--- src/hw/rtl/srm_pkg.sv ---
// Package for the SRM spiking neuron update block: widths, reset values,
// register map, configuration and status structs, saturation helper.
// No dependencies.
package srm_pkg;

  // Default parameter values
  localparam int MS_TICKS_DEF      = 1000;
  localparam int FRACTION_BITS_DEF = 16;

  // Field widths
  localparam int Q_W     = 32;
  localparam int TAU_W   = 31;
  localparam int TIME_W  = 32;
  localparam int SPAN_W  = 16;
  localparam int NUM_W   = Q_W + SPAN_W;
  localparam int SAT_W   = 43;

  // Leak term is capped at 2^40, so 41 quotient bits are kept
  localparam int                 TERM_W   = 41;
  localparam logic [TERM_W-1:0]  TERM_CAP = {1'b1, {(TERM_W-1){1'b0}}};

  // Configuration port
  localparam int APB_ADDR_W = 4;
  localparam int APB_DATA_W = 32;

  typedef enum logic [1:0] {
    REG_REST   = 2'd0,
    REG_THRESH = 2'd1,
    REG_TAU    = 2'd2,
    REG_REFR   = 2'd3
  } reg_idx_t;

  // Register reset values
  localparam logic [Q_W-1:0]    RST_REST   = 32'd0;
  localparam logic [Q_W-1:0]    RST_THRESH = 32'd65536;
  localparam logic [TAU_W-1:0]  RST_TAU    = 31'd655360;
  localparam logic [TIME_W-1:0] RST_REFR   = 32'd0;

  // Request kinds
  localparam logic REQ_TICK = 1'b0;
  localparam logic REQ_STIM = 1'b1;

  typedef struct packed {
    logic [Q_W-1:0]    rest;
    logic [Q_W-1:0]    thresh;
    logic [TAU_W-1:0]  tau;
    logic [TIME_W-1:0] refr_ticks;
  } cfg_t;

  typedef struct packed {
    logic busy;
    logic done;
  } leak_sts_t;

  // Clamp a wide signed value to signed Q16.16
  function automatic logic signed [Q_W-1:0] sat_q(input logic signed [SAT_W-1:0] v);
    logic signed [SAT_W-1:0] hi;
    logic signed [SAT_W-1:0] lo;
    hi = 43'sd2147483647;
    lo = -43'sd2147483648;
    if (v > hi) begin
      return 32'sh7fffffff;
    end else if (v < lo) begin
      return 32'sh80000000;
    end
    return v[Q_W-1:0];
  endfunction

endpackage

--- src/hw/rtl/srm_ifs.sv ---
// Valid/ready channel interfaces for the neuron block: request words in,
// result words out. Depends on nothing.
interface srm_in_if;
  logic               valid;
  logic               ready;
  logic               req_type;
  logic [31:0]        time_now;
  logic [15:0]        tick_span;
  logic signed [31:0] stim_value;

  modport source (output valid, req_type, time_now, tick_span, stim_value, input ready);
  modport sink   (input valid, req_type, time_now, tick_span, stim_value, output ready);
endinterface

interface srm_out_if;
  logic               valid;
  logic               ready;
  logic               spike;
  logic [31:0]        spike_time;
  logic signed [31:0] potential_out;
  logic               in_refractory;

  modport source (output valid, spike, spike_time, potential_out, in_refractory,
                  input ready);
  modport sink   (input valid, spike, spike_time, potential_out, in_refractory,
                  output ready);
endinterface

--- src/hw/rtl/srm_cfg.sv ---
// APB register file for the neuron: rest potential, threshold, time
// constant and refractory period. Depends on srm_pkg.
module srm_cfg (
  input  logic                            clk,
  input  logic                            rst,
  input  logic                            psel,
  input  logic                            penable,
  input  logic                            pwrite,
  input  logic [srm_pkg::APB_ADDR_W-1:0]  paddr,
  input  logic [srm_pkg::APB_DATA_W-1:0]  pwdata,
  output logic [srm_pkg::APB_DATA_W-1:0]  prdata,
  output logic                            pready,
  output srm_pkg::cfg_t                   cfg
);

  logic              wr;
  srm_pkg::reg_idx_t idx;

  assign pready = 1'b1;
  assign wr     = psel && penable && pwrite;
  assign idx    = srm_pkg::reg_idx_t'(paddr[3:2]);

  // Register writes
  always_ff @(posedge clk) begin
    if (rst) begin
      cfg.rest       <= srm_pkg::RST_REST;
      cfg.thresh     <= srm_pkg::RST_THRESH;
      cfg.tau        <= srm_pkg::RST_TAU;
      cfg.refr_ticks <= srm_pkg::RST_REFR;
    end else if (wr) begin
      case (idx)
        srm_pkg::REG_REST:   cfg.rest       <= pwdata;
        srm_pkg::REG_THRESH: cfg.thresh     <= pwdata;
        srm_pkg::REG_TAU:    cfg.tau        <= pwdata[srm_pkg::TAU_W-1:0];
        srm_pkg::REG_REFR:   cfg.refr_ticks <= pwdata;
        default: ;
      endcase
    end
  end

  // Read back
  always_comb begin
    case (idx)
      srm_pkg::REG_REST:   prdata = cfg.rest;
      srm_pkg::REG_THRESH: prdata = cfg.thresh;
      srm_pkg::REG_TAU:    prdata = {1'b0, cfg.tau};
      srm_pkg::REG_REFR:   prdata = cfg.refr_ticks;
      default:             prdata = '0;
    endcase
  end

endmodule

--- src/hw/rtl/srm_leak_div.sv ---
// Shared leak-term unit: |x-base| * span * 2^F / (2 * ms_ticks * tau),
// capped at 2^40, by restoring division one quotient bit a cycle.
// Depends on srm_pkg.
module srm_leak_div #(
  parameter int MS_TICKS      = srm_pkg::MS_TICKS_DEF,
  parameter int FRACTION_BITS = srm_pkg::FRACTION_BITS_DEF
) (
  input  logic                           clk,
  input  logic                           rst,
  input  logic                           start,
  input  logic [srm_pkg::Q_W-1:0]        mag,
  input  logic [srm_pkg::SPAN_W-1:0]     span,
  input  logic [srm_pkg::TAU_W-1:0]      tau,
  output logic [srm_pkg::TERM_W-1:0]     term,
  output srm_pkg::leak_sts_t             sts
);

  localparam int K      = 2 * MS_TICKS;
  localparam int K_W    = $clog2(K + 1);
  localparam int DEN_W  = srm_pkg::TAU_W + K_W;
  localparam int NUM_W  = srm_pkg::NUM_W;
  localparam int DVD_W  = NUM_W + FRACTION_BITS;
  localparam int QW     = srm_pkg::TERM_W;
  localparam int PRE_W  = DVD_W - QW;
  localparam int CNT_W  = $clog2(QW);

  typedef enum logic [4:0] {
    D_IDLE  = 5'b00001,
    D_LOAD  = 5'b00010,
    D_CHECK = 5'b00100,
    D_RUN   = 5'b01000,
    D_DONE  = 5'b10000
  } dstate_t;

  dstate_t                  state, state_next;
  logic [NUM_W-1:0]         num;
  logic [DEN_W-1:0]         den;
  logic [DEN_W-1:0]         rem;
  logic [QW-1:0]            lo;
  logic [QW-1:0]            quo;
  logic                     ovf;
  logic [CNT_W-1:0]         cnt;
  logic [srm_pkg::TAU_W-1:0] tau_eff;
  logic [DVD_W-1:0]         dividend;
  logic [PRE_W-1:0]         pre;
  logic [DEN_W:0]           trial;
  logic                     ge;
  logic                     last_bit;

  assign tau_eff  = (tau == '0) ? srm_pkg::TAU_W'(1) : tau;
  assign dividend = {num, {FRACTION_BITS{1'b0}}};
  assign pre      = dividend[DVD_W-1 -: PRE_W];
  assign trial    = {rem, lo[QW-1]};
  assign ge       = trial >= {1'b0, den};
  assign last_bit = cnt == CNT_W'(QW - 1);

  // Sequencer
  always_comb begin
    state_next = state;
    case (state)
      D_IDLE:  if (start) state_next = D_LOAD;
      D_LOAD:  state_next = D_CHECK;
      D_CHECK: state_next = (DEN_W'(pre) >= den) ? D_DONE : D_RUN;
      D_RUN:   if (last_bit) state_next = D_DONE;
      D_DONE:  state_next = D_IDLE;
      default: state_next = D_IDLE;
    endcase
  end

  always_ff @(posedge clk) begin
    if (rst) begin
      state <= D_IDLE;
    end else begin
      state <= state_next;
    end
  end

  // Datapath: products, then overflow check on the top bits, then bit loop
  always_ff @(posedge clk) begin
    case (state)
      D_LOAD: begin
        num <= NUM_W'(mag) * NUM_W'(span);
        den <= DEN_W'(tau_eff) * DEN_W'(K);
        ovf <= 1'b0;
      end
      D_CHECK: begin
        // quotient at or above 2^41 when the top bits already hold a divisor
        ovf <= DEN_W'(pre) >= den;
        rem <= DEN_W'(pre);
        lo  <= dividend[QW-1:0];
        quo <= '0;
        cnt <= '0;
      end
      D_RUN: begin
        rem <= ge ? DEN_W'(trial - {1'b0, den}) : DEN_W'(trial);
        quo <= {quo[QW-2:0], ge};
        lo  <= {lo[QW-2:0], 1'b0};
        cnt <= cnt + CNT_W'(1);
      end
      default: ;
    endcase
  end

  assign term     = (ovf || quo[QW-1]) ? srm_pkg::TERM_CAP : quo;
  assign sts.busy = state != D_IDLE;
  assign sts.done = state == D_DONE;

endmodule

--- src/hw/rtl/srm_spiking_neuron_update.sv ---
// Top level of the SRM spiking neuron: sequencer, neuron state and output
// register around the APB registers and the shared leak-term divider.
// Depends on srm_pkg, srm_ifs, srm_cfg and srm_leak_div.
//
//   channel  | dir | handshake            | word
//   in_ch    | in  | valid/ready          | req_type, time_now, tick_span, stim_value
//   out_ch   | out | valid/ready          | spike, spike_time, potential_out, in_refractory
//   apb      | in  | psel/penable, pready | paddr, pwdata, prdata
//
// A tick passes check, fire (outside the refractory window only), two Euler
// half-steps (delta, start, wait, apply) and done. Each half-step waits on the
// divider's bit loop, skipped when the leak term overflows. A stimulus word
// goes straight to done. in_ch is ready only while the sequencer is idle.
// The result register holds its word while out_ch stalls; the next word is
// accepted meanwhile. Synchronous reset clears state and the result valid.
module srm_spiking_neuron_update #(
  parameter int MS_TICKS      = srm_pkg::MS_TICKS_DEF,
  parameter int FRACTION_BITS = srm_pkg::FRACTION_BITS_DEF
) (
  input  logic                            clk,
  input  logic                            rst,
  srm_in_if.sink                          in_ch,
  srm_out_if.source                       out_ch,
  input  logic                            psel,
  input  logic                            penable,
  input  logic                            pwrite,
  input  logic [srm_pkg::APB_ADDR_W-1:0]  paddr,
  input  logic [srm_pkg::APB_DATA_W-1:0]  pwdata,
  output logic [srm_pkg::APB_DATA_W-1:0]  prdata,
  output logic                            pready
);

  localparam int QW = srm_pkg::Q_W;
  localparam int SW = srm_pkg::SAT_W;

  typedef enum logic [7:0] {
    S_IDLE  = 8'b00000001,
    S_CHECK = 8'b00000010,
    S_FIRE  = 8'b00000100,
    S_DELTA = 8'b00001000,
    S_START = 8'b00010000,
    S_WAIT  = 8'b00100000,
    S_APPLY = 8'b01000000,
    S_DONE  = 8'b10000000
  } state_t;

  state_t                        state, state_next;
  srm_pkg::cfg_t                 cfg;
  srm_pkg::leak_sts_t            div_sts;
  logic [srm_pkg::TERM_W-1:0]    term;

  // Neuron state
  logic signed [QW-1:0]          vm;
  logic signed [QW-1:0]          pend;
  logic [srm_pkg::TIME_W-1:0]    last_spike;

  // Per-item working registers
  logic [srm_pkg::TIME_W-1:0]    now_r;
  logic [srm_pkg::SPAN_W-1:0]    span_r;
  logic signed [QW-1:0]          x;
  logic signed [QW-1:0]          base;
  logic                          neg;
  logic [QW-1:0]                 mag;
  logic                          half;
  logic                          refr;
  logic                          fired;
  logic [srm_pkg::TIME_W-1:0]    stamp;

  // Result register
  logic                          out_valid;
  logic                          out_spike;
  logic [srm_pkg::TIME_W-1:0]    out_time;
  logic signed [QW-1:0]          out_pot;
  logic                          out_refr;

  logic                          in_acc;
  logic                          out_free;
  logic                          outside;
  logic [srm_pkg::TIME_W-1:0]    fire_time;
  logic signed [QW:0]            delta;
  logic signed [SW-1:0]          term_ext;
  logic signed [QW-1:0]          applied;
  logic signed [QW-1:0]          merged;
  logic signed [QW-1:0]          pend_add;

  srm_cfg u_cfg (
    .clk     (clk),
    .rst     (rst),
    .psel    (psel),
    .penable (penable),
    .pwrite  (pwrite),
    .paddr   (paddr),
    .pwdata  (pwdata),
    .prdata  (prdata),
    .pready  (pready),
    .cfg     (cfg)
  );

  srm_leak_div #(
    .MS_TICKS      (MS_TICKS),
    .FRACTION_BITS (FRACTION_BITS)
  ) u_div (
    .clk   (clk),
    .rst   (rst),
    .start (state == S_START),
    .mag   (mag),
    .span  (span_r),
    .tau   (cfg.tau),
    .term  (term),
    .sts   (div_sts)
  );

  assign in_ch.ready = state == S_IDLE;
  assign in_acc      = in_ch.valid && in_ch.ready;
  assign out_free    = !out_valid || out_ch.ready;

  // Combinational helpers
  assign outside   = (now_r - last_spike) > cfg.refr_ticks;
  assign fire_time = now_r + srm_pkg::TIME_W'(span_r);
  assign delta     = (QW+1)'(x) - (QW+1)'(base);
  assign term_ext  = signed'({{(SW - srm_pkg::TERM_W){1'b0}}, term});
  assign applied   = srm_pkg::sat_q(neg ? SW'(x) + term_ext : SW'(x) - term_ext);
  assign merged    = srm_pkg::sat_q(SW'(vm) + SW'(pend));
  assign pend_add  = srm_pkg::sat_q(SW'(pend) + SW'(in_ch.stim_value));

  // Sequencer
  always_comb begin
    state_next = state;
    case (state)
      S_IDLE: begin
        if (in_acc) begin
          state_next = (in_ch.req_type == srm_pkg::REQ_STIM) ? S_DONE : S_CHECK;
        end
      end
      S_CHECK: state_next = outside ? S_FIRE : S_DELTA;
      S_FIRE:  state_next = S_DELTA;
      S_DELTA: state_next = S_START;
      S_START: state_next = S_WAIT;
      S_WAIT:  if (div_sts.done) state_next = S_APPLY;
      S_APPLY: state_next = half ? S_DONE : S_DELTA;
      S_DONE:  if (out_free) state_next = S_IDLE;
      default: state_next = S_IDLE;
    endcase
  end

  always_ff @(posedge clk) begin
    if (rst) begin
      state <= S_IDLE;
    end else begin
      state <= state_next;
    end
  end

  // Neuron state
  always_ff @(posedge clk) begin
    if (rst) begin
      vm         <= signed'(srm_pkg::RST_REST);
      pend       <= '0;
      last_spike <= '0;
    end else begin
      case (state)
        S_IDLE: begin
          if (in_acc && in_ch.req_type == srm_pkg::REQ_STIM) begin
            pend <= pend_add;
          end
        end
        S_CHECK: if (outside) pend <= '0;
        S_FIRE:  if (x > signed'(cfg.thresh)) last_spike <= fire_time;
        S_APPLY: begin
          if (half) begin
            if (refr) begin
              pend <= applied;
            end else begin
              vm <= applied;
            end
          end
        end
        default: ;
      endcase
    end
  end

  // Per-item working registers
  always_ff @(posedge clk) begin
    case (state)
      S_IDLE: begin
        if (in_acc) begin
          now_r  <= in_ch.time_now;
          span_r <= in_ch.tick_span;
          fired  <= 1'b0;
          stamp  <= '0;
          refr   <= 1'b0;
        end
      end
      S_CHECK: begin
        half <= 1'b0;
        if (outside) begin
          x <= merged;
        end else begin
          refr <= 1'b1;
          x    <= pend;
          base <= '0;
        end
      end
      S_FIRE: begin
        base <= signed'(cfg.rest);
        if (x > signed'(cfg.thresh)) begin
          x     <= signed'(cfg.rest);
          fired <= 1'b1;
          stamp <= fire_time;
        end
      end
      S_DELTA: begin
        neg <= delta[QW];
        mag <= delta[QW] ? QW'(-delta) : QW'(delta);
      end
      S_APPLY: begin
        x    <= applied;
        half <= 1'b1;
      end
      default: ;
    endcase
  end

  // Result register
  always_ff @(posedge clk) begin
    if (rst) begin
      out_valid <= 1'b0;
    end else if (state == S_DONE && out_free) begin
      out_valid <= 1'b1;
    end else if (out_ch.ready) begin
      out_valid <= 1'b0;
    end
  end

  always_ff @(posedge clk) begin
    if (state == S_DONE && out_free) begin
      out_spike <= fired;
      out_time  <= stamp;
      out_pot   <= vm;
      out_refr  <= refr;
    end
  end

  assign out_ch.valid         = out_valid;
  assign out_ch.spike         = out_spike;
  assign out_ch.spike_time    = out_time;
  assign out_ch.potential_out = out_pot;
  assign out_ch.in_refractory = out_refr;

endmodule

--- src/flat_wrapper.sv ---
// flat-port wrapper written by rule: the top's interface ports become plain ports
module srm_spiking_neuron_update_flat 
#(
  parameter int MS_TICKS      = srm_pkg::MS_TICKS_DEF,
  parameter int FRACTION_BITS = srm_pkg::FRACTION_BITS_DEF
)
  (clk, rst, psel, penable, pwrite, paddr, pwdata, prdata, pready, in_ch_valid, in_ch_req_type, in_ch_time_now, in_ch_tick_span, in_ch_stim_value, in_ch_ready, out_ch_valid, out_ch_spike, out_ch_spike_time, out_ch_potential_out, out_ch_in_refractory, out_ch_ready);
  srm_in_if in_ch_i ();
  srm_out_if out_ch_i ();
  input  logic clk;
  input  logic rst;
  input  logic psel;
  input  logic penable;
  input  logic pwrite;
  input  logic [srm_pkg::APB_ADDR_W-1:0] paddr;
  input  logic [srm_pkg::APB_DATA_W-1:0] pwdata;
  output logic [srm_pkg::APB_DATA_W-1:0] prdata;
  output logic pready;
  input wire logic [$bits(in_ch_i.valid)-1:0] in_ch_valid;
  input wire logic [$bits(in_ch_i.req_type)-1:0] in_ch_req_type;
  input wire logic [$bits(in_ch_i.time_now)-1:0] in_ch_time_now;
  input wire logic [$bits(in_ch_i.tick_span)-1:0] in_ch_tick_span;
  input wire logic [$bits(in_ch_i.stim_value)-1:0] in_ch_stim_value;
  output wire logic [$bits(in_ch_i.ready)-1:0] in_ch_ready;
  output wire logic [$bits(out_ch_i.valid)-1:0] out_ch_valid;
  output wire logic [$bits(out_ch_i.spike)-1:0] out_ch_spike;
  output wire logic [$bits(out_ch_i.spike_time)-1:0] out_ch_spike_time;
  output wire logic [$bits(out_ch_i.potential_out)-1:0] out_ch_potential_out;
  output wire logic [$bits(out_ch_i.in_refractory)-1:0] out_ch_in_refractory;
  input wire logic [$bits(out_ch_i.ready)-1:0] out_ch_ready;
  assign in_ch_i.valid = in_ch_valid;
  assign in_ch_i.req_type = in_ch_req_type;
  assign in_ch_i.time_now = in_ch_time_now;
  assign in_ch_i.tick_span = in_ch_tick_span;
  assign in_ch_i.stim_value = in_ch_stim_value;
  assign in_ch_ready = in_ch_i.ready;
  assign out_ch_valid = out_ch_i.valid;
  assign out_ch_spike = out_ch_i.spike;
  assign out_ch_spike_time = out_ch_i.spike_time;
  assign out_ch_potential_out = out_ch_i.potential_out;
  assign out_ch_in_refractory = out_ch_i.in_refractory;
  assign out_ch_i.ready = out_ch_ready;
  srm_spiking_neuron_update #(.MS_TICKS(MS_TICKS), .FRACTION_BITS(FRACTION_BITS)) u_core (.clk(clk), .rst(rst), .in_ch(in_ch_i), .out_ch(out_ch_i), .psel(psel), .penable(penable), .pwrite(pwrite), .paddr(paddr), .pwdata(pwdata), .prdata(prdata), .pready(pready));
endmodule
--- config.mk ---
export PLATFORM = sky130hd
export DESIGN_NAME = srm_spiking_neuron_update_flat
export DESIGN_NICKNAME = d
export VERILOG_FILES = /design/src/hw/rtl/srm_pkg.sv /design/src/hw/rtl/srm_ifs.sv /design/src/hw/rtl/srm_cfg.sv /design/src/hw/rtl/srm_leak_div.sv /design/src/hw/rtl/srm_spiking_neuron_update.sv /design/src/flat_wrapper.sv
export SDC_FILE = /design/constraint.sdc
export NUM_CORES = 2
export LEC_CHECK = 0
export ABC_CLOCK_PERIOD_IN_PS = 9570
export BUFFER_PORTS_ARGS = -buffer_cell sky130_fd_sc_hd__buf_2
export CAP_MARGIN = 20
export CORE_AREA = 2 2 332 334
export DETAILED_ROUTE_END_ITERATION = 10
export DIE_AREA = 0 0 334 336
export GPL_TIMING_DRIVEN = 0
export PLACE_DENSITY = 0.77
export SYNTH_ARGS = -nofsm -noshare
export SYNTH_HDL_FRONTEND = slang
export SYNTH_HIERARCHICAL = 1
export SYNTH_SLANG_ARGS = --single-unit
--- constraint.sdc ---
create_clock -name clk -period 9.57 [get_ports clk]
set_input_delay 2.3925 -clock clk [delete_from_list [all_inputs] [get_ports clk]]
set_output_delay 2.3925 -clock clk [all_outputs]
set_load 0.005 [all_outputs]
**Word-level counts from Yosys, hierarchy flattened**

Index checks and enable logic that the tools add are counted.

- Bits in registers: 700
- Bits in latches: 0
- RAM bits: 0
- ROM bits: 0
- Output and inout bits: 101
- Logic and storage cells: 173
- Memories kept: 0

- $add $sub $neg: 10
- Multiply operators: 2
- Divide/modulo/power cells: 0
- $lt $le $gt $ge: 10
- Eq/ne operators: 28
- Shift operators: 0
- Multiplexer cells: 58
- Bitwise operators: 1
- Reduce and logical (&&, ||, !) cells: 33

Operator list:

| kind | count |
|---|---|
| $mux W32 | 19 |
| $pmux W32 S3 | 2 |
| $pmux W41 S2 | 2 |
| $gt A43 B32 Y1 const B | 3 |
| $lt A43 B32 Y1 const B | 3 |
| $pmux W32 S2 | 2 |
| $pmux W32 S4 | 1 |
| $pmux W42 S2 | 1 |
| $add A32 B32 Y33 | 2 |
| $gt A32 B32 Y1 | 2 |
| $pmux W8 S8 | 1 |
| $mul A32 B16 Y48 | 1 |
| $add A32 B42 Y43 | 1 |
| $ge A43 B42 Y1 | 1 |
| $mux W43 | 1 |
| $sub A32 B42 Y43 | 1 |
| $ge A23 B42 Y1 | 1 |
| $mux W42 | 1 |
| $sub A42 B42 Y42 | 1 |
| $mux W41 | 1 |
| $mux W8 | 5 |
| $mul A31 B7 Y38 const B | 1 |
| $sub A32 B32 Y33 | 1 |
| $add A32 B16 Y32 | 1 |
| 39 further kinds | 87 |

**Logic depth before layout (Yosys ltp)**

- Word-level depth: 11
- Gate-level depth with buffers: 28
- Depth with buffers taken out: 27

**Hierarchy**

Netlist, hierarchy kept.

Modules (own cells, without submodules):

| module | instances | cells each | area each (µm²) | seq. area each (µm²) |
|---|---|---|---|---|
| srm_leak_div | 1 | 3,488 | 32,543.7 | 6,135.9 |
| srm_spiking_neuron_update | 1 | 2,902 | 26,141.3 | 9,489.1 |
| srm_cfg | 1 | 499 | 5,913.2 | 2,542.4 |

**Worst setup path after synthesis**

Ideal clock, no wire load.

- Kind: flip-flop to flip-flop
- Start point: register u_core/span_r[6] (netlist name)
- End point: register u_core.u_div.num[47], data pin
- Setup time: 260 ps
- Data arrival time: 6,056 ps
- Path slack: 3,254 ps
- Stages on the path, launching flop included: 23
- Buffers on the path: 1
- Period minus slack after synthesis: 6,316 ps
- Path through: edfxtp_1 -> clkbuf_1 -> and2_1 -> fa_1 -> inv_1 -> fa_1 -> fa_1 -> fa_1 -> inv_1 -> fa_1 -> inv_1 -> fa_1 -> inv_1 -> ha_1 -> o21ai_2 -> a21oi_1 -> a221oi_2 -> nand2_2 -> a221o_2 -> a221oi_2 -> o21ai_2 -> a311oi_2 -> xnor2_1

- Cells in the longest elaborated chain, start to end: 1

Ends and longest elaborated chain:

| element | line | source |
|---|---|---|
| from (decl) | srm_spiking_neuron_update.sv:59 | `logic [srm_pkg::SPAN_W-1:0] span_r;` |
| from (signal assigned) | srm_spiking_neuron_update.sv:189 | `span_r <= in_ch.tick_span;` |
| $mul A32 B16 Y48 | srm_leak_div.sv:82 | `num <= NUM_W'(mag) * NUM_W'(span);` |
| to (signal assigned) | srm_leak_div.sv:82 |  |
| to (decl) | srm_leak_div.sv:36 | `logic [NUM_W-1:0] num;` |

No other way between the ends.
A chain may end at the register's enable or synchronous reset.

**Worst setup path in the final report**

- Start point: register u_core.u_div.ovf
- End point: register u_core.x[24], data pin

- Cells in the longest elaborated chain, start to end: 9
- Elaborated cells between the ends (all ways): 12

Ends and longest elaborated chain:

| element | line | source |
|---|---|---|
| from (decl) | srm_leak_div.sv:41 | `logic ovf;` |
| from (signal assigned) | srm_leak_div.sv:88 | `ovf <= DEN_W'(pre) >= den;` |
| $logic_or A1 B1 Y1 * | srm_leak_div.sv:104 | `assign term = (ovf \|\| quo[QW-1]) ? srm_pkg::TERM_CAP : quo;` |
| $mux W41 * | srm_leak_div.sv:104 |  |
| via u_core.term (one bit) | srm_spiking_neuron_update.sv:50 | `logic [srm_pkg::TERM_W-1:0] term;` |
| $sub A32 B42 Y43 or $add A32 B42 Y43 (tied branches) | srm_spiking_neuron_update.sv:122 | `assign applied = srm_pkg::sat_q(neg ? SW'(x) + term_ext : SW'(x) - term_ext);` |
| $mux W43 * | srm_spiking_neuron_update.sv:122 |  |
| $lt A43 B32 Y1 | srm_pkg.sv:63 | `end else if (v < lo) begin` |
| $mux W1 | srm_pkg.sv:63 |  |
| $mux W1 | srm_pkg.sv:61 | `if (v > hi) begin` |
| $mux W32 * | srm_pkg.sv:66 | `return v[Q_W-1:0];` |
| $pmux W32 S3 * | srm_spiking_neuron_update.sv:185 | `case (state)` |
| to (signal assigned) | srm_spiking_neuron_update.sv:198 | `x <= merged;` |
| to (signal assigned) | srm_spiking_neuron_update.sv:201 | `x <= pend;` |
| to (signal assigned) | srm_spiking_neuron_update.sv:208 | `x <= signed'(cfg.rest);` |
| to (decl) | srm_spiking_neuron_update.sv:60 | `logic signed [QW-1:0] x;` |

Mark *: on every way through the listed nets, which the timed path passes. The rest lies on a longest branch.

==> results.md <==
* Total number of vias at 52300
* DIE AREA at 112000 um2
* Largest net degree at the start of global routing at 53
* Worst VDD drop at 0.617 mV
* CP most frequent cell: o21ai_0
* Most frequent cells in the layout: inv_1, nand2_1, fa_1
* Setup WS post-layout at 0.528 ns
* CP Launch Type: flip-flop
* Input/output buffers at 221
* Yosys reg bits at 684
* Post-CTS repair timing setup buffer count at 0
* WP data arrival at 9.42 ns
* Gpl congestion at 1.04
* Area grow syn2layout at 8.92%
* Worst-path clk slew at 0.06 ns
* GR Overflow Total at 0
* Yosys top cell by area: edfxtp_1
* Setup crit end kind: flip-flop
* FMAX at 0.111 GHz
* Final Hold Viols at 0
* Unrepaired setup endpoints after global routing: no
* Status: finished clean
* Slew Viols, Final at 0
* Drt drc at 0
* CP delay by family, top: simple AND/OR/NAND/NOR gates
* Die width at 334 um
* Skew-Pair Late Insertion Delay at 0.69 ns
* Max_slew headroom at 18.3%
* Commonest non-fill, non-tap cell in the layout: inv_1
* Share of layout cells above drive strength 1 at 7.25%
* Total Power at 0.0226 W
* Global-route wire length before repair at 307000 um
* Power per cell area at 322 nW/um2
* Die height at 336 um
* First drt pass iteration count at 6
* Antenna-violating nets left at 0
* Max-cap check violation count at 0
* Num ports at 225
* Synth async-reset ratio at 0%
* Class of the worst hold path: flip-flop to flip-flop
* Synth top area cells: edfxtp_1, fa_1, ha_1
* Min Tclk post-route at 9.04 ns
* Register area share after synthesis at 28.1%
* Hold-fix buffers, CTS at 0
* Rows at 121
* Setup_tns at 0 ns
* Layout net count at 8388
* Critical path type: flip-flop to flip-flop
* # setup viols final at 0
* Synthesized area at 64600 um2
* Dpl hpwl at 164000 um
* Synth Flop Type: edfxtp_1
* Mean Syn Cell Area at 9.38 um2
* Initial Util at 59.6%
* Post-synth cell types at 111
* Drt initial violations at 4485
* Cells after Synth at 6889
* Initial antenna violation count at 6
* Final period util at 94.5%
* Ys Warns at 6
* Vias in the first global route at 52500
* Slowest CP cell: nor3_1
* H-tree depth at 3
* Worst slew pin tran at 1.22 ns
* Fin Clk Skew at 0.0373 ns
* Vias/cell at 6.02
* Place WS at 1.14 ns
* Max FO, Critical Path at 10
* Number of CTS-inserted buffers at 79
* Final WL at 204000 um
* Crit path buffers/inverters at 3
* Clock Sinks at 684
* Core Area at 108000 um2
* Total GRT Usage at 36.1%
* Drt wl/cell at 23.5 um
* EDFF count, synth at 447
* Clk buf depth at 3
* Critical Path RT at 9.95 ns
* Synthesized net count at 8072
* Area share of the largest cell type after synthesis at 20.8%
* Critical-path cell list: nor2_1 -> clkbuf_1 -> and2_1 -> or4_4 -> nor4_1 -> nand2_1 -> nor3_1 -> a21oi_1 -> xor2_1 -> ha_1 -> nand2_1 -> nor3_1 -> o21ai_0 -> a2111oi_0 -> o21ai_0 -> o2111ai_1 -> nor4_1 -> a31oi_1 -> nand2b_1 -> buf_2 -> clkbuf_1 -> o21ai_0
* Max incr delay on CP at 0.99 ns
* Leak at 31.6 nW
* CTS tree: yes
* Post-CTS sizing at 0
* CTS Root Cell: clkbuf_16
-- per-layer routing --
| layer | global-route usage (%) | up-vias | share of wire (%) |
|---|---|---|---|
| met4 | 27.0 | 6 | 8.7 |
| met3 | 7.38 | 669 | 8.5 |
| met1 | 43.4 | 25400 | 38 |
| met5 | 0 | - | 0.023 |
| met2 | 57.5 | 2362 | 45 |
| li1 | - | 23900 | - |
-- layout make-up --
class                           instances  area (um2)
Sequential cell                       684       18200
Timing Repair Buffer                  235        1310
Multi-Input combinational cell       5007       41700
Inverter                              899        3380
Clock buffer                           95        2060
Buffer                                299        1380
Antenna cell                            2        5.00
Clock inverter                         51         571
Tap cell                             1414        1770
Fill cell                            8888       38000
-- path summary, 6_finish.rpt --
| kind | end | slack, ns | start | depth (start not counted) |
|---|---|---|---|---|
| max reg2reg | u_core/x[24] | 0.53 | u_core/u_div/ovf | 22 |
| min reg2reg | u_core/out_ch.spike_time[0] | 0.41 | u_core/stamp[0] | 0 |
| min | u_core/out_ch.spike_time[0] | 0.41 | u_core/stamp[0] | 0 |
| max | u_core/x[24] | 0.53 | u_core/u_div/ovf | 22 |
-- report_power, final --
part / total (W) / internal (W) / switching [W]
registers: 0.00410 / 0.00395 / 0.000144
clock network: 0.00312 / 0.00180 / 0.00133
logic: 0.0154 / 0.00622 / 0.00921
total: 0.0226 / 0.0120 / 0.0107
-- cell usage after synthesis (all sizes together), types with 31 or more instances --
library cell  number
fa               537
mux4              31
and3              45
nand3             81
xor2             149
inv              897
buf               57
nand2b           210
a31oi             40
a21oi            352
nor3              82
a21o             146
clkbuf           240
o21a              53
nand2            704
o21bai            45
a311oi            31
nor4              40
o21ai            281
nor2b             50
nor2             389
dfxtp            237
edfxtp           447
a211oi            78
and2             350
mux2i            171
xnor2            195
o211ai            36
ha               522
nand4             64
-- cells by family (layout without fill, tap and decap cells) --
| family | after synthesis | after routing | synth area share, % |
|---|---|---|---|
| and+or+nand+nor | 2122 | 2122 | 16.4 |
| AOI/OAI and AO/OA | 1265 | 1265 | 12.8 |
| buffers and inverters | 1198 | 1579 | 7.36 |
| adders and majority gates | 1072 | 1072 | 27.0 |
| DFF | 684 | 684 | 28.1 |
| xor gates and xnor gates | 344 | 344 | 4.66 |
| muxes | 203 | 203 | 3.75 |
| other | 1 | 3 | 0.00581 |
-- registers in the layout, indices dropped and copies added (netlist names), 16 cells and up --
| register | cells |
|---|---|
| u_core/u_cfg/cfg | 127 |
| u_core/u_div/num | 48 |
| u_core/u_div/rem | 42 |
| u_core/u_div/quo | 41 |
| u_core/u_div/den | 38 |
| u_core/base | 32 |
| u_core/last_spike | 32 |
| u_core/mag | 32 |
| u_core/now_r | 32 |
| u_core/out_ch.potential_out | 32 |
| u_core/out_ch.spike_time | 32 |
| u_core/pend | 32 |
| u_core/stamp | 32 |
| u_core/vm | 32 |
| u_core/x | 32 |
| u_core/u_div/lo | 25 |
| u_core/span_r | 16 |
-- stage by stage --
| stage | util (%) | hold slack, ns | std cells | instance area (um2) |
|---|---|---|---|---|
| floorplan | - | 0.400 | 6889 | 64600 |
| global placement | 62.2 | 0.404 | 8524 | 67500 |
| detailed placement | 62.4 | 0.405 | 8535 | 67700 |
| CTS | 64.9 | 0.420 | 8681 | 70300 |
| global route | 64.9 | 0.427 | 8684 | 70400 |
| finish | 64.9 | 0.410 | 8686 | 70400 |
(Power assumes the default switching activity.)
